[src/hdl/swerve_module_vector_to_steer_assert.svh]
// ----------------------------------------------------------------------------
// Assertion macros for the swerve steering block
// Immediate-consequence and next-cycle property helpers with $error reporting.
// ----------------------------------------------------------------------------
`ifndef SWERVE_MODULE_VECTOR_TO_STEER_ASSERT_SVH
`define SWERVE_MODULE_VECTOR_TO_STEER_ASSERT_SVH

// Consequence must hold in the same cycle as the antecedent.
`define SWMV_ASSERT_IMP(name, clk, rst_n, ante, cons) \
  name: assert property (@(posedge clk) disable iff (!rst_n) (ante) |-> (cons)) \
    else $error("swmv assertion failed");

// Consequence must hold in the cycle after the antecedent.
`define SWMV_ASSERT_NXT(name, clk, rst_n, ante, cons) \
  name: assert property (@(posedge clk) disable iff (!rst_n) (ante) |=> (cons)) \
    else $error("swmv assertion failed");

`endif

[src/hdl/swmv_pkg.sv]
// ----------------------------------------------------------------------------
// swmv_pkg
// Widths, constants and table functions shared by the swerve steering block.
// ----------------------------------------------------------------------------
package swmv_pkg;

  localparam int VEL_W   = 16;
  localparam int FB_W    = 32;
  localparam int SPD_W   = 17;
  localparam int ANG_W   = 48;
  localparam int RATIO_W = 16;
  localparam int OFS_W   = 32;
  localparam int CFG_W   = 32;

  localparam int ANGLE_FRAC_BITS_DEF = 16;
  localparam int CORDIC_STAGES_DEF   = 16;
  localparam int TABLE_LEN           = 24;

  // CORDIC datapath width: inputs are scaled by 2^14 and grow by the gain.
  localparam int CX_W      = 34;
  localparam int CX_SHIFT  = 14;

  // Divider retires this many quotient bits per stage.
  localparam int DIV_BITS  = 4;

  // Square root: one result bit per iteration, two iterations per stage.
  localparam int SQ_W      = 32;
  localparam int SQ_ITERS  = 16;
  localparam int SQ_PER    = 2;
  localparam int SQ_LAT    = SQ_ITERS / SQ_PER + 3;

  // Angle reduction: conditional subtracts per stage.
  localparam int MOD_PER   = 2;

  localparam logic [31:0] PI_Q30 = 32'd3373259426;
  localparam logic signed [ANG_W-1:0] ANG_MAX = {1'b0, {(ANG_W-1){1'b1}}};
  localparam logic signed [ANG_W-1:0] ANG_MIN = {1'b1, {(ANG_W-1){1'b0}}};

  typedef enum logic [0:0] {
    CFG_STEER_RATIO  = 1'b0,
    CFG_STEER_OFFSET = 1'b1
  } cfg_idx_t;

  // Width of the signed quotient produced by the divider.
  function automatic int div_qw(input int f);
    return ((FB_W + f + DIV_BITS - 1) / DIV_BITS) * DIV_BITS + 1;
  endfunction

  function automatic logic [31:0] atan_q30(input int i);
    logic [31:0] v;
    case (i)
      0:  v = 32'd843314857;
      1:  v = 32'd497837829;
      2:  v = 32'd263043837;
      3:  v = 32'd133525159;
      4:  v = 32'd67021687;
      5:  v = 32'd33543516;
      6:  v = 32'd16775851;
      7:  v = 32'd8388437;
      8:  v = 32'd4194283;
      9:  v = 32'd2097149;
      10: v = 32'd1048576;
      11: v = 32'd524288;
      12: v = 32'd262144;
      13: v = 32'd131072;
      14: v = 32'd65536;
      15: v = 32'd32768;
      16: v = 32'd16384;
      17: v = 32'd8192;
      18: v = 32'd4096;
      19: v = 32'd2048;
      20: v = 32'd1024;
      21: v = 32'd512;
      22: v = 32'd256;
      23: v = 32'd128;
      default: v = 32'd0;
    endcase
    return v;
  endfunction

  // Rescale a Q2.30 angle to f fraction bits, rounding to nearest.
  function automatic logic [31:0] q30_to_f(input logic [31:0] t, input int f);
    logic [32:0] sum;
    sum = {1'b0, t} + (33'd1 << (30 - f - 1));
    return 32'(sum >> (30 - f));
  endfunction

  // Saturate a wide signed value to the angle range.
  function automatic logic signed [ANG_W-1:0] sat_ang(input logic signed [63:0] v);
    logic signed [ANG_W-1:0] r;
    if (v > 64'(ANG_MAX)) begin
      r = ANG_MAX;
    end else if (v < 64'(ANG_MIN)) begin
      r = ANG_MIN;
    end else begin
      r = v[ANG_W-1:0];
    end
    return r;
  endfunction

endpackage

[src/hdl/swmv_sqrt.sv]
// ----------------------------------------------------------------------------
// swmv_sqrt
// Pipelined vector magnitude: squares, sum, digit-by-digit root, rounding.
// ----------------------------------------------------------------------------
module swmv_sqrt (
  input  logic                               clk,
  input  logic                               en,
  input  logic signed [swmv_pkg::VEL_W-1:0]  vx,
  input  logic signed [swmv_pkg::VEL_W-1:0]  vy,
  output logic [swmv_pkg::SPD_W-1:0]         speed
);
  import swmv_pkg::*;

  localparam int NS = SQ_ITERS / SQ_PER;

  logic [SQ_W-1:0] px_r;
  logic [SQ_W-1:0] py_r;
  logic [SQ_W-1:0] s_r [0:NS];
  logic [SQ_W-1:0] r_r [0:NS];
  logic [SPD_W-1:0] spd_r;

  // The operands are widened before the multiply so the square keeps all its bits.
  always_ff @(posedge clk) begin
    if (en) begin
      px_r   <= SQ_W'(SQ_W'(vx) * SQ_W'(vx));
      py_r   <= SQ_W'(SQ_W'(vy) * SQ_W'(vy));
      s_r[0] <= px_r + py_r;
      r_r[0] <= '0;
    end
  end

  for (genvar g = 0; g < NS; g++) begin : g_stage
    logic [SQ_W-1:0] s_c;
    logic [SQ_W-1:0] r_c;
    logic [SQ_W:0]   tr;
    logic [SQ_W-1:0] bitv;

    always_comb begin
      s_c  = s_r[g];
      r_c  = r_r[g];
      tr   = '0;
      bitv = '0;
      for (int j = 0; j < SQ_PER; j++) begin
        bitv = SQ_W'(1) << (SQ_W - 2 - 2 * (g * SQ_PER + j));
        tr   = {1'b0, r_c} + {1'b0, bitv};
        if ({1'b0, s_c} >= tr) begin
          s_c = s_c - tr[SQ_W-1:0];
          r_c = (r_c >> 1) + bitv;
        end else begin
          r_c = r_c >> 1;
        end
      end
    end

    always_ff @(posedge clk) begin
      if (en) begin
        s_r[g+1] <= s_c;
        r_r[g+1] <= r_c;
      end
    end
  end

  // The remainder exceeding the root means the exact root is past the half.
  always_ff @(posedge clk) begin
    if (en) begin
      spd_r <= (s_r[NS] > r_r[NS]) ? SPD_W'(r_r[NS] + 1'b1) : SPD_W'(r_r[NS]);
    end
  end

  assign speed = spd_r;

endmodule

[config.mk]
export PLATFORM = sky130hd
export DESIGN_NAME = swmv_sqrt
export DESIGN_NICKNAME = d
export VERILOG_FILES = /design/src/hdl/swerve_module_vector_to_steer_assert.svh /design/src/hdl/swmv_pkg.sv /design/src/hdl/swmv_sqrt.sv
export SDC_FILE = /design/constraint.sdc
export NUM_CORES = 2
export LEC_CHECK = 0
export BUFFER_PORTS_ARGS = -buffer_cell sky130_fd_sc_hd__buf_2
export CAP_MARGIN = 15
export CORE_UTILIZATION = 24
export CTS_CLUSTER_SIZE = 12
export DETAILED_ROUTE_END_ITERATION = 12
export MAX_ROUTING_LAYER = met4
export PLACE_DENSITY = 0.37
export SYNTH_ARGS = -nofsm -noshare
export SYNTH_HDL_FRONTEND = slang
export SYNTH_SLANG_ARGS = --single-unit
[constraint.sdc]
create_clock -name clk -period 19.66 [get_ports clk]
set_input_delay 2.949 -clock clk [delete_from_list [all_inputs] [get_ports clk]]
set_output_delay 2.949 -clock clk [all_outputs]
set_load 0.01 [all_outputs]
==> impl_results.md <==
* Syn Area/Cell at 9.97 sq um
* Area delta synth->final at 10.9%
* FF+latch area at 13200 sq um
* Mapped cell area at 45300 sq um
* Crit path launch type: input port
* Synth Net Count at 5427
* # setup viols final at 0
* # fillers at 19900
* Bufs on Longest Clock Path at 3
* WL/cell at 16.3 um
* Post-synth top area share at 29.1%
* Hold-fix buffers, CTS at 0
* CP arrival at 10280 ps
* Actual slew at the worst max-slew pin at 1010 ps
* Critical Path RT at 20040 ps
* Clk slew on worst S/H paths at 60 ps
* Warnings from Yosys at 0
* Async S/R FF share, synth at 0%
* Final Routed Wirelength at 116 mm
* Worst min-delay path class: flop to flop
* Most numerous cell in the Yosys netlist: inv_1
* Via/cell ratio at 4.35
* Number of gates resized after cts at 0
* Die Y at 436 um
* Worst setup path class: input port to flop
* RePlAce Congestion at 0.823
* Critical-path maximum fanout at 18
* Commonest cells post-synth: inv_1 (839), fa_1 (470), edfxtp_1 (439)
* DRT iter0 DRCs at 1217
* # clock sinks at 439
* Port-buffer cells at 50
* Worst slack, placed at 9010 ps
* Worst r2r path cells at 21
* CP endpoint kind: flop
* Post-CTS Repair Setup Buffers at 0
* Max cap viols at 0
* Num rows at 159
* Hold Path Stages at 0
* Die width at 436 um
* Number of global-route vias before repair at 33200
* Outcome: completed
* Total number of vias at 30900
* First-pass GRT wire length at 186 mm
* Ports at 51
* Synth Register Bits at 439
* Cells after Synth at 4539
* Area of the multi-input gates at 28500 sq um
* Synth cell types at 107
* DRC viols at 0
* Nets@finish at 5452
* GRT overflow at 0
* Post-route ant nets at 0
* Dominant synthesized flop cell: edfxtp_1
* Initial antenna violation count at 0
* Fin crit share at 50.3%
* Clock Latency Late Sink at 640 ps
* Setup Skew at 30.3 ps
* Slew Viols, Final at 0
* Detailed Place HPWL at 95.8 mm
* Share of layout cells above drive strength 1 at 5.08%
* Pre-Repair DR Iteration Count at 5
* Initial core utilization at 24.1%
* Endpoints failing hold at 0
* Number of synthesized flops with an enable pin at 439
* Sequential cell area fraction in the yosys report at 29.1%
* Slew headroom at 32.5%
* CTS root buf: clkbuf_16
* RSZ-0062 raised after global routing: false
* CTS Buf Count at 54
* Min Tclk post-route at 9900 ps
* Core area at 188000 sq um
* Final WS setup at 9760 ps
* GRT Overall Usage at 12.6%
* Largest cells by area after synthesis: edfxtp_1 (29%), fa_1 (21%), ha_1 (11%)
* DIE AREA at 190000 sq um
* CTS H-Tree Depth at 2
* CTS tree: built
* Post-route setup TNS at 0 ps
* Cell taking the most area after synthesis: edfxtp_1
* Largest net degree at the start of global routing at 162
* Max Freq at 0.101 GHz
metrics by stage:
step	hold slack [ps]	utilization, %	std cells	cell area, sq um
detailed placement	432	25.8	7002	48300
global route	454	26.7	7104	50200
global placement	428	25.8	7002	48300
floorplan	417	-	4539	45300
finish	445	26.7	7105	50200
CTS	449	26.7	7103	50200
registers in the layout, summed over array words and instances, names as in the netlist:
name,count
s_r,288
r_r,72
speed,17
py_r,31
px_r,31
path summary, 6_finish.rpt:
kind	endpoint	start	slack, ps
setup / recovery	py_r[31]	vy[15]	9760
hold / removal	s_r[0][198]	s_r[0][166]	450
setup reg to reg	s_r[0][218]	r_r[2][52]	12260
hold reg to reg	s_r[0][198]	s_r[0][166]	450
cell type report:
| class | instances | share of cell area, % |
|---|---|---|
| Antenna cell | 1 | 0.00499 |
| Tap cell | 2495 | 6.22 |
| Sequential cell | 439 | 26.3 |
| Multi-Input combinational cell | 3161 | 56.8 |
| Timing Repair Buffer | 60 | 0.718 |
| Inverter | 848 | 6.35 |
| Clock inverter | 40 | 0.860 |
| Clock buffer | 61 | 2.75 |
critical path: stages:
cell and delay, ps:
buf_2 330, clkinv_1 570, nor2_1 290, xnor2_1 90
ha_1 180, a31o_2 220, fa_1 490, fa_1 520
fa_1 510, fa_1 540, inv_1 50, fa_1 530
inv_1 40, ha_1 350, a21oi_1 220, o21bai_1 110
a2111oi_0 360, o21ai_0 200, nand2_1 130, o21ai_0 220
a211oi_1 350, nor2_1 90, a2111oi_0 610, a21oi_1 170
xnor2_1 150
cells by family (layout without fill, tap and decap cells):
group | after synthesis | after routing | synth area share, %
other cells | 0 | 1 | 0
mux | 49 | 49 | 1.24
buf+inv | 939 | 1009 | 7.88
compound gates | 701 | 701 | 10.3
fa+ha+maj | 854 | 854 | 31.4
xor+xnor | 338 | 338 | 6.54
flops | 439 | 439 | 29.1
simple gates | 1219 | 1219 | 13.5
cell usage in the layout, fill, tap and decap left out, types with 26 or more instances in the layout:
cell type  instances
o21a_1            41
o21ai_0          134
nand3_1           84
fa_1             470
xnor2_1          227
and2_1            99
xor2_1           111
nor2_1           294
nand2b_1          36
nor2b_1           45
nand2_1          339
ha_1             384
nor4_1            63
inv_1            839
nor3_1            60
nand4_1           49
a211oi_1          26
buf_2             49
a21o_1            87
or3_1             28
edfxtp_1         439
a21oi_1          204
o21bai_1          26
clkbuf_16         54
per-layer routing:
metal,global-route usage (%),wire [um],vias to the layer above
li1,-,-,15300
met1,14.5,49200,15200
met2,23.7,62200,309
met3,0.955,2040,114
met4,2.78,2400,0
met5,-,0,-
Power is left out: the tool's default activity adds up to more than one toggle a clock period on the data nets, which glitch-free logic cannot reach.
