`src/hdl/swerve_module_vector_to_steer_assert.svh`:
```
// ----------------------------------------------------------------------------
// Assertion macros for the swerve steering block
// Immediate-consequence and next-cycle property helpers with $error reporting.
// ----------------------------------------------------------------------------
`ifndef SWERVE_MODULE_VECTOR_TO_STEER_ASSERT_SVH
`define SWERVE_MODULE_VECTOR_TO_STEER_ASSERT_SVH

// Consequence must hold in the same cycle as the antecedent.
`define SWMV_ASSERT_IMP(name, clk, rst_n, ante, cons) \
  name: assert property (@(posedge clk) disable iff (!rst_n) (ante) |-> (cons)) \
    else $error("swmv assertion failed");

// Consequence must hold in the cycle after the antecedent.
`define SWMV_ASSERT_NXT(name, clk, rst_n, ante, cons) \
  name: assert property (@(posedge clk) disable iff (!rst_n) (ante) |=> (cons)) \
    else $error("swmv assertion failed");

`endif

```
`src/hdl/swmv_pkg.sv`:
```
// ----------------------------------------------------------------------------
// swmv_pkg
// Widths, constants and table functions shared by the swerve steering block.
// ----------------------------------------------------------------------------
package swmv_pkg;

  localparam int VEL_W   = 16;
  localparam int FB_W    = 32;
  localparam int SPD_W   = 17;
  localparam int ANG_W   = 48;
  localparam int RATIO_W = 16;
  localparam int OFS_W   = 32;
  localparam int CFG_W   = 32;

  localparam int ANGLE_FRAC_BITS_DEF = 16;
  localparam int CORDIC_STAGES_DEF   = 16;
  localparam int TABLE_LEN           = 24;

  // CORDIC datapath width: inputs are scaled by 2^14 and grow by the gain.
  localparam int CX_W      = 34;
  localparam int CX_SHIFT  = 14;

  // Divider retires this many quotient bits per stage.
  localparam int DIV_BITS  = 4;

  // Square root: one result bit per iteration, two iterations per stage.
  localparam int SQ_W      = 32;
  localparam int SQ_ITERS  = 16;
  localparam int SQ_PER    = 2;
  localparam int SQ_LAT    = SQ_ITERS / SQ_PER + 3;

  // Angle reduction: conditional subtracts per stage.
  localparam int MOD_PER   = 2;

  localparam logic [31:0] PI_Q30 = 32'd3373259426;
  localparam logic signed [ANG_W-1:0] ANG_MAX = {1'b0, {(ANG_W-1){1'b1}}};
  localparam logic signed [ANG_W-1:0] ANG_MIN = {1'b1, {(ANG_W-1){1'b0}}};

  typedef enum logic [0:0] {
    CFG_STEER_RATIO  = 1'b0,
    CFG_STEER_OFFSET = 1'b1
  } cfg_idx_t;

  // Width of the signed quotient produced by the divider.
  function automatic int div_qw(input int f);
    return ((FB_W + f + DIV_BITS - 1) / DIV_BITS) * DIV_BITS + 1;
  endfunction

  function automatic logic [31:0] atan_q30(input int i);
    logic [31:0] v;
    case (i)
      0:  v = 32'd843314857;
      1:  v = 32'd497837829;
      2:  v = 32'd263043837;
      3:  v = 32'd133525159;
      4:  v = 32'd67021687;
      5:  v = 32'd33543516;
      6:  v = 32'd16775851;
      7:  v = 32'd8388437;
      8:  v = 32'd4194283;
      9:  v = 32'd2097149;
      10: v = 32'd1048576;
      11: v = 32'd524288;
      12: v = 32'd262144;
      13: v = 32'd131072;
      14: v = 32'd65536;
      15: v = 32'd32768;
      16: v = 32'd16384;
      17: v = 32'd8192;
      18: v = 32'd4096;
      19: v = 32'd2048;
      20: v = 32'd1024;
      21: v = 32'd512;
      22: v = 32'd256;
      23: v = 32'd128;
      default: v = 32'd0;
    endcase
    return v;
  endfunction

  // Rescale a Q2.30 angle to f fraction bits, rounding to nearest.
  function automatic logic [31:0] q30_to_f(input logic [31:0] t, input int f);
    logic [32:0] sum;
    sum = {1'b0, t} + (33'd1 << (30 - f - 1));
    return 32'(sum >> (30 - f));
  endfunction

  // Saturate a wide signed value to the angle range.
  function automatic logic signed [ANG_W-1:0] sat_ang(input logic signed [63:0] v);
    logic signed [ANG_W-1:0] r;
    if (v > 64'(ANG_MAX)) begin
      r = ANG_MAX;
    end else if (v < 64'(ANG_MIN)) begin
      r = ANG_MIN;
    end else begin
      r = v[ANG_W-1:0];
    end
    return r;
  endfunction

endpackage

```
`src/hdl/swmv_div.sv`:
```
// ----------------------------------------------------------------------------
// swmv_div
// Pipelined restoring divider: round(feedback * 2^F / ratio), half away from 0.
// ----------------------------------------------------------------------------
module swmv_div #(
  parameter int F = swmv_pkg::ANGLE_FRAC_BITS_DEF
) (
  input  logic                                   clk,
  input  logic                                   en,
  input  logic signed [swmv_pkg::FB_W-1:0]       fb,
  input  logic [swmv_pkg::RATIO_W-1:0]           ratio,
  output logic signed [swmv_pkg::div_qw(F)-1:0]  q
);
  import swmv_pkg::*;

  localparam int NS  = (FB_W + F + DIV_BITS - 1) / DIV_BITS;
  localparam int NWP = NS * DIV_BITS;

  logic [RATIO_W-1:0] rr;
  logic [FB_W-1:0]    mag;

  logic [NWP-1:0]     n_r   [0:NS];
  logic [NWP-1:0]     q_r   [0:NS];
  logic [RATIO_W-1:0] rem_r [0:NS];
  logic               neg_r [0:NS];

  // A ratio of zero divides by one.
  assign rr  = (ratio == '0) ? {{(RATIO_W-1){1'b0}}, 1'b1} : ratio;
  assign mag = fb[FB_W-1] ? (~fb + 1'b1) : fb;

  always_ff @(posedge clk) begin
    if (en) begin
      n_r[0]   <= (NWP'(mag) << F) + NWP'(rr >> 1);
      q_r[0]   <= '0;
      rem_r[0] <= '0;
      neg_r[0] <= fb[FB_W-1];
    end
  end

  for (genvar g = 0; g < NS; g++) begin : g_stage
    logic [NWP-1:0]     n_c;
    logic [NWP-1:0]     q_c;
    logic [RATIO_W-1:0] rem_c;
    logic [RATIO_W:0]   t;

    always_comb begin
      n_c   = n_r[g];
      q_c   = q_r[g];
      rem_c = rem_r[g];
      t     = '0;
      for (int b = 0; b < DIV_BITS; b++) begin
        t   = {rem_c, n_c[NWP-1]};
        n_c = n_c << 1;
        if (t >= {1'b0, rr}) begin
          t   = t - {1'b0, rr};
          q_c = {q_c[NWP-2:0], 1'b1};
        end else begin
          q_c = {q_c[NWP-2:0], 1'b0};
        end
        rem_c = t[RATIO_W-1:0];
      end
    end

    always_ff @(posedge clk) begin
      if (en) begin
        n_r[g+1]   <= n_c;
        q_r[g+1]   <= q_c;
        rem_r[g+1] <= rem_c;
        neg_r[g+1] <= neg_r[g];
      end
    end
  end

  assign q = neg_r[NS] ? -$signed({1'b0, q_r[NS]}) : $signed({1'b0, q_r[NS]});

endmodule

```
`config.mk`:
```
export PLATFORM = sky130hd
export DESIGN_NAME = swmv_div
export DESIGN_NICKNAME = d
export VERILOG_FILES = /design/src/hdl/swerve_module_vector_to_steer_assert.svh /design/src/hdl/swmv_pkg.sv /design/src/hdl/swmv_div.sv
export SDC_FILE = /design/constraint.sdc
export NUM_CORES = 2
export LEC_CHECK = 0
export ABC_AREA = 1
export CAP_MARGIN = 20
export CORE_UTILIZATION = 50
export DETAILED_ROUTE_END_ITERATION = 8
export DONT_BUFFER_PORTS = 1
export GPL_TIMING_DRIVEN = 0
export PLACE_DENSITY = 0.67
export SKIP_LAST_GASP = 1
export SYNTH_ARGS = -nofsm -noshare
export SYNTH_HDL_FRONTEND = slang
export SYNTH_SLANG_ARGS = --single-unit
```
`constraint.sdc`:
```
create_clock -name clk -period 12.3 [get_ports clk]
set_clock_uncertainty 0.2 [all_clocks]
set_input_delay 3.69 -clock clk [delete_from_list [all_inputs] [get_ports clk]]
set_output_delay 3.69 -clock clk [all_outputs]
set_load 0.05 [all_outputs]
```
==> run metrics <==
CP dominant cell by count=nand2_1; count of non-filler cells in the finished layout=10,640; max cap viols=0; CTS Hold Bufs=0; slew at the pin with the worst max-slew slack=3.646 ns; Syn Inst Count=8,552; min-delay worst type=register to register; Post-Place Cells=10,370; dpl hpwl=between 100 and 150 mm; Starting Density=50.37%; Longest Clk Path Bufs=3; Tmin final=11.84 ns; critical path fanouts, max=25; Fin. Hold Viols=0; core area=137,300 µm²; Yosys warning count=0; CP max stage delay=about 0.37 ns; CP startpoint=ratio[8]; Final nets=9,624; dominant synthesized flop cell=edfxtp_1; average wire per standard cell=19.38 µm; Core Util, Final=a little under three fifths; average size of a mapped cell=~8.1 µm²; fraction of layout cells with a size suffix above 1=roughly 8.8%; Routed Antenna Nets=0; First DRT Iteration DRCs=approximately 4,800; first-pass iteration count of the detailed router=6; top cells by area, synth=edfxtp_1 (35%), ha_1 (14%), nand2_1 (13%); GPL Wtd Cong=0.9337; kind of start point of the critical path=input port; CTS tree=built; Synth area leader=edfxtp_1; DR vias=60,300; cell area after synthesis=69,160 µm²; most common cell after layout, fill and taps aside=nand2_1; Worst R2R End=rem_r[2][29]$_DFFE_PP_; P&R area growth vs syn=11.37%; period utilisation layout=slightly below 100%; largest net degree at the start of global routing=805; most frequent cells in the layout=nand2_1 (2,340), edfxtp_1 (804), inv_1 (769), ha_1 (735), a21oi_1 (665); Placed Area=72,130 µm²; first-pass GRT wire length=~300 mm; Clock Pin Slew Worst Setup and Hold Paths=0.06 ns; vias in the first global route=56,670; failing checks=slew limit; CTS Buf Count=92; R2R setup slack=3.52 ns; #FFs+latches synth=around 800; fin area=between 70,000 and 80,000 µm²; r2r worst-path depth=44; GRT Total Usage=roughly 28%; launch point of the worst reg-to-reg path=rem_r[2][11]$_DFFE_PP_; n_diodes=0; I/O pin total=99; Yosys cell types=71; slowest stage cell, crit path=ha_1; PortBufs=0; Die H=between 300 and 400 µm; initial antenna violation count=6; # rows=136; Residual DRC=0; Worst Setup End Kind=register; total grt overflow=0; fraction of registers with async set/reset=0%; clock latency on the worst-skew pair=0.72 ns; clk sinks=804; Total Routed Length=~210 mm; final max-slew violation count=766; DIE AREA=139,800 µm²; outcome=finished, violations left; die width=373.9 µm; Data required, critical path=12.56 ns; sequential share of the synthesized area=about a third; CP Capture Point=rem_r[1][45]$_DFFE_PP_; crit path DAT=roughly 12 ns; CP Class=input port to register; root buffer cell=clkbuf_16; Max H-tree Level=3; Synth top area share=34.91%; syn nets=roughly 9,400; Vias/cell=5.667; EDFF count, synth=804; Final setup violation count=0; fmax=~0.084 GHz; Rel. slew slack=-143.1%
flip-flops by register name (all words and copies together) (netlist names):
signal / cells
q_r: 312
n_r: 303
rem_r: 176
neg_r: 13
routing by layer:
layer  GRT usage, %  share of wire, %  vias to the layer above
met5              0             0.015                        -
met4          9.939               4.3                        4
met3          3.140               6.2                      406
met2          46.16                46                     1878
met1          36.52                43                    28150
li1               -                 -                    29860
Yosys cell counts (17+ instances only):
library cell / number
o211ai_1: 17
inv_2: 21
o21ai_1: 68
nor3_1: 76
xor2_1: 369
nor4_1: 41
a21oi_1: 706
buf_6: 25
a31oi_1: 44
buf_4: 31
edfxtp_1: 804
nand2_2: 55
nand4_1: 110
nand3_2: 30
fa_1: 46
a21boi_0: 46
o21a_1: 21
or2_2: 33
buf_2: 48
o21bai_1: 42
clkbuf_1: 40
ha_1: 756
o21ai_0: 489
nor2_1: 426
xnor2_1: 277
a21o_1: 58
inv_1: 788
nand3b_1: 24
nand2_1: 2350
nand3_1: 536
worst min-delay path by stage:
stage                                from                     to  slack [ns]  depth (start not counted)
floorplan            n_r[0][52]$_DFFE_PP_  n_r[0][104]$_DFFE_PP_        0.20                          0
global placement    n_r[1][182]$_DFFE_PP_   n_r[2][42]$_DFFE_PP_        0.20                          0
detailed placement  n_r[0][112]$_DFFE_PP_  n_r[0][164]$_DFFE_PP_        0.20                          0
CTS                  n_r[0][56]$_DFFE_PP_  n_r[0][108]$_DFFE_PP_        0.21                          0
global route         n_r[1][76]$_DFFE_PP_  n_r[1][128]$_DFFE_PP_        0.22                          0
finish               n_r[0][22]$_DFFE_PP_   n_r[0][74]$_DFFE_PP_        0.21                          0
critical path: cells and delay by family:
| kind | cells | cell delay, ns |
|---|---|---|
| AOI/OAI and AO/OA | 19 | 3.15 |
| adders and majority gates | 4 | 1.35 |
| buffers and inverters | 11 | 2.02 |
| and+or+nand+nor | 19 | 1.85 |
cells by family (layout without fill, tap and decap cells):
group,Yosys count,in the layout,share of synthesized area [%]
AND/OR/NAND/NOR,3759,3762,23.46
AO/OA/AOI/OAI,1575,1575,12.61
buffers and inverters,964,1256,5.798
flip-flops,804,804,34.91
adder cells (fa/ha/maj),802,802,15.01
XOR/XNOR,647,647,8.204
multiplexers,1,1,0.01628
layout make-up:
type,instances,area (µm²)
Sequential cell,804,24140
Clock buffer,105,2372
Timing Repair Buffer,123,1546
Multi-Input combinational cell,6787,41880
Inverter,816,3192
Clock inverter,64,625.6
Fill cell,12520,60300
Buffer,147,1015
Tap cell,1794,2245
Timing Repair inverter,1,5.005
metrics by stage:
step	setup WS, ns	hold WS (ns)	TNS [ns]
2_1_floorplan	0.01282	0.2003	0
3_3_place_gp	-3.655	0.2002	-602.93
3_5_place_dp	-2.119	0.2045	-289.71
4_1_cts	-0.01577	0.2087	-0.02364
5_1_grt	-0.1251	0.2160	-3.377
6_report	0.4561	0.2070	0
what timing repair did:
| action | 4_1_cts | 5_1_grt |
|---|---|---|
| pin swaps | 4 | 52 |
| setup buffers | 11 | 74 |
| setup endpoints to repair | 188 | 188 |
| resized for setup | 44 | 266 |
| cloned | 5 | 10 |
Power is left out: the tool's default activity adds up to more than one toggle a clock period on the data nets, which glitch-free logic cannot reach.
