**config.mk**
```make
export PLATFORM = sky130hd
export DESIGN_NAME = swmv_wrap
export DESIGN_NICKNAME = d
export VERILOG_FILES = /design/src/hdl/swerve_module_vector_to_steer_assert.svh /design/src/hdl/swmv_pkg.sv /design/src/hdl/swmv_wrap.sv
export SDC_FILE = /design/constraint.sdc
export NUM_CORES = 2
export LEC_CHECK = 0
export BUFFER_PORTS_ARGS = -buffer_cell sky130_fd_sc_hd__buf_2
export CAP_MARGIN = 20
export CELL_PAD_IN_SITES_DETAIL_PLACEMENT = 1
export CELL_PAD_IN_SITES_GLOBAL_PLACEMENT = 1
export CORE_MARGIN = 2
export CORE_UTILIZATION = 38
export CTS_BUF_LIST = sky130_fd_sc_hd__clkbuf_8
export CTS_CLUSTER_SIZE = 20
export DETAILED_ROUTE_END_ITERATION = 12
export MAX_ROUTING_LAYER = met4
export PLACE_DENSITY = 0.67
export SKIP_CTS_REPAIR_TIMING = 1
export SYNTH_ARGS = -nofsm -noshare
export SYNTH_HDL_FRONTEND = slang
export SYNTH_SLANG_ARGS = --single-unit
export TNS_END_PERCENT = 10
```
**constraint.sdc**
```tcl
create_clock -name clk -period 11.78 [get_ports clk]
set_clock_uncertainty 0.05 [all_clocks]
set_input_delay 1.178 -clock clk [delete_from_list [all_inputs] [get_ports clk]]
set_output_delay 1.178 -clock clk [all_outputs]
set_load 0.005 [all_outputs]
```
**src/hdl/swerve_module_vector_to_steer_assert.svh**
```systemverilog
// ----------------------------------------------------------------------------
// Assertion macros for the swerve steering block
// Immediate-consequence and next-cycle property helpers with $error reporting.
// ----------------------------------------------------------------------------
`ifndef SWERVE_MODULE_VECTOR_TO_STEER_ASSERT_SVH
`define SWERVE_MODULE_VECTOR_TO_STEER_ASSERT_SVH

// Consequence must hold in the same cycle as the antecedent.
`define SWMV_ASSERT_IMP(name, clk, rst_n, ante, cons) \
  name: assert property (@(posedge clk) disable iff (!rst_n) (ante) |-> (cons)) \
    else $error("swmv assertion failed");

// Consequence must hold in the cycle after the antecedent.
`define SWMV_ASSERT_NXT(name, clk, rst_n, ante, cons) \
  name: assert property (@(posedge clk) disable iff (!rst_n) (ante) |=> (cons)) \
    else $error("swmv assertion failed");

`endif

```
**src/hdl/swmv_pkg.sv**
```systemverilog
// ----------------------------------------------------------------------------
// swmv_pkg
// Widths, constants and table functions shared by the swerve steering block.
// ----------------------------------------------------------------------------
package swmv_pkg;

  localparam int VEL_W   = 16;
  localparam int FB_W    = 32;
  localparam int SPD_W   = 17;
  localparam int ANG_W   = 48;
  localparam int RATIO_W = 16;
  localparam int OFS_W   = 32;
  localparam int CFG_W   = 32;

  localparam int ANGLE_FRAC_BITS_DEF = 16;
  localparam int CORDIC_STAGES_DEF   = 16;
  localparam int TABLE_LEN           = 24;

  // CORDIC datapath width: inputs are scaled by 2^14 and grow by the gain.
  localparam int CX_W      = 34;
  localparam int CX_SHIFT  = 14;

  // Divider retires this many quotient bits per stage.
  localparam int DIV_BITS  = 4;

  // Square root: one result bit per iteration, two iterations per stage.
  localparam int SQ_W      = 32;
  localparam int SQ_ITERS  = 16;
  localparam int SQ_PER    = 2;
  localparam int SQ_LAT    = SQ_ITERS / SQ_PER + 3;

  // Angle reduction: conditional subtracts per stage.
  localparam int MOD_PER   = 2;

  localparam logic [31:0] PI_Q30 = 32'd3373259426;
  localparam logic signed [ANG_W-1:0] ANG_MAX = {1'b0, {(ANG_W-1){1'b1}}};
  localparam logic signed [ANG_W-1:0] ANG_MIN = {1'b1, {(ANG_W-1){1'b0}}};

  typedef enum logic [0:0] {
    CFG_STEER_RATIO  = 1'b0,
    CFG_STEER_OFFSET = 1'b1
  } cfg_idx_t;

  // Width of the signed quotient produced by the divider.
  function automatic int div_qw(input int f);
    return ((FB_W + f + DIV_BITS - 1) / DIV_BITS) * DIV_BITS + 1;
  endfunction

  function automatic logic [31:0] atan_q30(input int i);
    logic [31:0] v;
    case (i)
      0:  v = 32'd843314857;
      1:  v = 32'd497837829;
      2:  v = 32'd263043837;
      3:  v = 32'd133525159;
      4:  v = 32'd67021687;
      5:  v = 32'd33543516;
      6:  v = 32'd16775851;
      7:  v = 32'd8388437;
      8:  v = 32'd4194283;
      9:  v = 32'd2097149;
      10: v = 32'd1048576;
      11: v = 32'd524288;
      12: v = 32'd262144;
      13: v = 32'd131072;
      14: v = 32'd65536;
      15: v = 32'd32768;
      16: v = 32'd16384;
      17: v = 32'd8192;
      18: v = 32'd4096;
      19: v = 32'd2048;
      20: v = 32'd1024;
      21: v = 32'd512;
      22: v = 32'd256;
      23: v = 32'd128;
      default: v = 32'd0;
    endcase
    return v;
  endfunction

  // Rescale a Q2.30 angle to f fraction bits, rounding to nearest.
  function automatic logic [31:0] q30_to_f(input logic [31:0] t, input int f);
    logic [32:0] sum;
    sum = {1'b0, t} + (33'd1 << (30 - f - 1));
    return 32'(sum >> (30 - f));
  endfunction

  // Saturate a wide signed value to the angle range.
  function automatic logic signed [ANG_W-1:0] sat_ang(input logic signed [63:0] v);
    logic signed [ANG_W-1:0] r;
    if (v > 64'(ANG_MAX)) begin
      r = ANG_MAX;
    end else if (v < 64'(ANG_MIN)) begin
      r = ANG_MIN;
    end else begin
      r = v[ANG_W-1:0];
    end
    return r;
  endfunction

endpackage

```
**src/hdl/swmv_wrap.sv**
```systemverilog
// ----------------------------------------------------------------------------
// swmv_wrap
// Current angle, error reduction modulo 2*pi, shortest turn and output stage.
// ----------------------------------------------------------------------------
module swmv_wrap #(
  parameter int F = swmv_pkg::ANGLE_FRAC_BITS_DEF
) (
  input  logic                                   clk,
  input  logic                                   en,
  input  logic signed [swmv_pkg::div_qw(F)-1:0]  q,
  input  logic signed [swmv_pkg::OFS_W-1:0]      offset,
  input  logic [swmv_pkg::SPD_W-1:0]             speed,
  input  logic signed [F+3:0]                    z,
  output logic signed [swmv_pkg::SPD_W-1:0]      drive_speed,
  output logic signed [swmv_pkg::ANG_W-1:0]      steer_target,
  output logic signed [swmv_pkg::ANG_W-1:0]      current_angle,
  output logic                                   reversed
);
  import swmv_pkg::*;

  localparam int ZW     = F + 4;
  localparam int DW     = ANG_W + 2;
  localparam int MW     = ANG_W + 3;
  localparam int P      = ANG_W - 1 - F;
  localparam int MOD_ST = (P + MOD_PER) / MOD_PER;
  localparam logic signed [ZW-1:0] PI_Z     = ZW'(q30_to_f(PI_Q30, F));
  localparam logic signed [ZW-1:0] TWO_PI_Z = PI_Z <<< 1;
  localparam logic signed [ZW-1:0] HALF_PI_Z = PI_Z >>> 1;
  localparam logic [MW-1:0] TWO_PI_M = MW'(TWO_PI_Z);
  localparam logic [MW-1:0] BIAS_M   = TWO_PI_M << P;

  logic signed [ANG_W-1:0] cur1_r;
  logic [SPD_W-1:0]        spd1_r;
  logic signed [ZW-1:0]    z1_r;
  logic signed [DW-1:0]    d_c;

  logic [MW-1:0]           m_r   [0:MOD_ST];
  logic signed [ANG_W-1:0] cur_r [0:MOD_ST];
  logic [SPD_W-1:0]        spd_r [0:MOD_ST];

  logic signed [ZW-1:0]    mm;
  logic signed [ZW-1:0]    dw;
  logic signed [ZW-1:0]    dd;
  logic                    rev_c;

  logic signed [SPD_W-1:0] drive_speed_r;
  logic signed [ANG_W-1:0] steer_target_r;
  logic signed [ANG_W-1:0] current_angle_r;
  logic                    reversed_r;

  always_ff @(posedge clk) begin
    if (en) begin
      cur1_r <= sat_ang(64'(q) - 64'(offset));
      spd1_r <= speed;
      z1_r   <= z;
    end
  end

  // A negative error is lifted by a multiple of 2*pi so the reduction is unsigned.
  assign d_c = DW'(z1_r) - DW'(cur1_r);

  always_ff @(posedge clk) begin
    if (en) begin
      m_r[0]   <= d_c[DW-1] ? (MW'(d_c) + BIAS_M) : MW'(d_c);
      cur_r[0] <= cur1_r;
      spd_r[0] <= spd1_r;
    end
  end

  for (genvar g = 0; g < MOD_ST; g++) begin : g_mod
    logic [MW-1:0] m_c;
    always_comb begin
      m_c = m_r[g];
      for (int j = 0; j < MOD_PER; j++) begin
        if (P - (g * MOD_PER + j) >= 0) begin
          if (m_c >= (TWO_PI_M << (P - (g * MOD_PER + j)))) begin
            m_c = m_c - (TWO_PI_M << (P - (g * MOD_PER + j)));
          end
        end
      end
    end
    always_ff @(posedge clk) begin
      if (en) begin
        m_r[g+1]   <= m_c;
        cur_r[g+1] <= cur_r[g];
        spd_r[g+1] <= spd_r[g];
      end
    end
  end

  // Map [0, 2*pi) onto (-pi, pi], then take the shorter way round.
  always_comb begin
    mm    = ZW'(m_r[MOD_ST]);
    dw    = (mm > PI_Z) ? (mm - TWO_PI_Z) : mm;
    dd    = dw;
    rev_c = 1'b0;
    if (dw > HALF_PI_Z) begin
      dd    = dw - PI_Z;
      rev_c = 1'b1;
    end else if (dw < -HALF_PI_Z) begin
      dd    = dw + PI_Z;
      rev_c = 1'b1;
    end
  end

  always_ff @(posedge clk) begin
    if (en) begin
      current_angle_r <= cur_r[MOD_ST];
      if (spd_r[MOD_ST] == '0) begin
        drive_speed_r  <= '0;
        steer_target_r <= cur_r[MOD_ST];
        reversed_r     <= 1'b0;
      end else begin
        drive_speed_r  <= rev_c ? -$signed(spd_r[MOD_ST]) : $signed(spd_r[MOD_ST]);
        steer_target_r <= sat_ang(64'(cur_r[MOD_ST]) + 64'(dd));
        reversed_r     <= rev_c;
      end
    end
  end

  assign drive_speed   = drive_speed_r;
  assign steer_target  = steer_target_r;
  assign current_angle = current_angle_r;
  assign reversed      = reversed_r;

endmodule

```
==> flow_summary.yaml <==
global_route:
  antenna_found_initial: 10
  grt_max_degree: 180
  grt_usage_pct: 20.3
  grt.overflow.total: 0
  grt_pass1_vias: 79700
  grt_pass1_wl_mm: 464
sta:
  holdWs_ns: 0.272
  max_slew_margin_pct: 27.2
  tns_ns: 0
  finalCritPeriodShare_pct: 84.4
  worst_pin_slew_ns: 1.09
  timing.final.max_slew_violations: 0
  fmax_mhz: 101
  rsz0062_at_grt: "no"
  hold_viol: 0
  final-setup-viol-count: 0
  finalCriticalPeriod_ns: 9.94
logic_synthesis:
  yosysSeqAreaShare_pct: 57.9
  syn-num-nets: 9932
  synth_cells: 9623
  ys_warn_count: 0
  async_flop_share_pct: 0
  synth.distinct_cells: 105
  synth_area_um2: 111000
  avgSynthCellArea_um2: 11.5
  synth_top_area_share_pct: 57.9
  synth_edf_count: 2140
  synth_seq_cells: 2140
  synth_top_area_cell: "edfxtp_1"
  yosysMostFrequentCell: "edfxtp_1"
  synth_area_leaders: "edfxtp_1 58%, xnor2_1 5.7%, xor2_1 2.9%"
  ys.flop_type: "edfxtp_1"
  synth_common_cells: "2140 x edfxtp_1, 850 x nand2_1, 717 x xnor2_1, 679 x nor2_1, 460 x a21oi_1"
placed_design:
  dpl_cell_area_um2: 116000
  port-buffer-count: 233
  dp_hpwl_mm: 225
  gp_congestion: 0.884
  dp.cells: 13400
worst_setup_path:
  max_stage_delay_ns: 0.84
  worst_setup_path_start_kind: "flip-flop"
  worstReg2RegEnd: "steer_target[26]"
  cpMaxStageDelayCell: "nor2_4"
  r2r_setup_slack_ns: 1.84
  endpoint_kind: "flip-flop"
  cp.arrival_ns: 10.65
  cp.required_ns: 12.49
  worstRegToRegCells: 30
  path_common_cell: "a211oi_1"
  crit_fanout: 34
  rr_startpoint: "m_r[0][824]"
  path_class: "flip-flop to flip-flop"
job:
  drv_cap: 0
die:
  die_width_um: 545
  core_area_um2: 291000
  io-pin-count: 234
  start_util_pct: 38.2
  chipHeight_um: 545
  placementRows: 198
  dieArea_um2: 297000
route:
  drcViolationCount: 0
  firstDrtPassIters: 5
  wirelength_mm: 300
  drtAntennaViolNets: 0
  wl_per_cell_um: 21.3
  dr.first_iter.drc_count: 4921
  num_vias: 77700
  via_per_inst: 5.51
final_layout:
  final_cells: 14100
  fin_nets: 10200
  area_growth_pct: 11.0
  layout-drive-gt1-share_pct: 9.88
  fin_area_um2: 123000
clocking:
  cts_tree: "built"
  clock_sinks: 2140
  cts.root.buffer_cell: "clkbuf_8"
  cts_buffer_depth: 4
  cts_buffers: 364
  cts_max_level: 5
  clock_latency_ns: 1.08
  path_clk_slew_ns: 0.06
min_path:
  whs_endpoint: "z1_r[10]"
  min_path_type: "input pin to flip-flop"
  min_from: "z[10]"
  min_path_cells: 1
power:
  ir_drop_mv: 0.168
  power_density_nw_per_um2: 250
  leakage_nw: 42.7
  finalPower_mw: 30.8
run_status:
  status: "finished, final reports clean"
## cell usage in the layout (no fill, tap or decap), drive strengths merged, types with 95 or more instances in the layout
master,netlist,layout
inv,261,361
xnor2,717,717
edfxtp,2140,2140
clkbuf,366,367
nand2b,98,98
nand3,254,254
nand2,850,850
xor2,371,371
a211oi,108,108
nor4,231,231
nand4,111,111
buf,34,323
and3,108,108
a21oi,460,460
a21o,135,135
clkinv,2,162
o21ai,409,409
ha,186,186
nor2,680,680
nor2b,105,105
a31oi,109,109
or3,95,95
nor3,313,313
o211ai,101,101
## worst max-delay path: cells and delay by family (launching register included)
kind            cells  cell delay (ns)
compound gates     18             6.07
xor+xnor            1             0.19
fa+ha+maj           2             0.52
buf+inv             4             0.61
flops               1             0.57
mux                 1             0.16
simple gates        4             1.43
## layout make-up
type | count | area (um^2)
sequential | 2140 | 64300
clock inverter | 292 | 1740
antenna | 7 | 17.5
clock buffer | 366 | 5040
multi-input combinational | 6820 | 44400
inverter | 263 | 987
tap | 3900 | 4880
timing repair buffer | 324 | 2000
fill | 31500 | 168000
## through the flow
step	worst slack [ns]	util, %
floorplan	3.16	-
global placement	2.04	40.0
detailed placement	1.97	40.0
CTS	1.89	42.4
global route	1.05	42.4
finish	1.84	42.4
## worst max path at each step
stage                 from  cells after the start               end  slack [ns]
2_1_floorplan  m_r[0][823]                     28  steer_target[46]        3.16
3_3_place_gp   m_r[0][824]                     32  steer_target[26]        2.04
3_5_place_dp   m_r[0][824]                     30  steer_target[22]        1.97
4_1_cts        m_r[0][824]                     30   steer_target[0]        1.89
5_1_grt        m_r[0][824]                     30  steer_target[43]        1.05
6_report       m_r[0][824]                     30  steer_target[26]        1.84
## state kept, by name, indices dropped and copies added, names as in the netlist
name / cells
steer_target: 48
current_angle: 48
spd_r: 289
cur1_r: 48
drive_speed: 17
z1_r: 20
reversed: 1
spd1_r: 17
m_r: 836
cur_r: 816
## kinds of logic (layout without fill, tap and decap cells)
family | after synthesis | in the layout | share of synthesized area, %
AO/OA/AOI/OAI | 2082 | 2082 | 12.6
XOR/XNOR | 1088 | 1088 | 8.58
adder cells (fa/ha/maj) | 189 | 189 | 2.15
buffers and inverters | 663 | 1245 | 2.26
flip-flops | 2140 | 2140 | 57.9
multiplexers | 92 | 92 | 0.870
other | 1 | 8 | 0.00338
AND/OR/NAND/NOR | 3368 | 3368 | 15.6
## report_power, final
| part | total [mW] | internal, mW | switching [mW] |
|---|---|---|---|
| registers | 12.0 | 10.5 | 1.58 |
| clock network | 6.26 | 3.16 | 3.10 |
| logic | 12.5 | 4.91 | 7.60 |
## routing by layer
metal / vias to the layer above / global-route usage (%) / share of wire (%)
li1: 37100 / - / -
met1: 38600 / 26.3 / 45
met2: 1525 / 33.0 / 48
met3: 460 / 2.76 / 4.1
met4: 0 / 6.09 / 2.8
met5: - / - / 0
(Power assumes the default switching activity.)
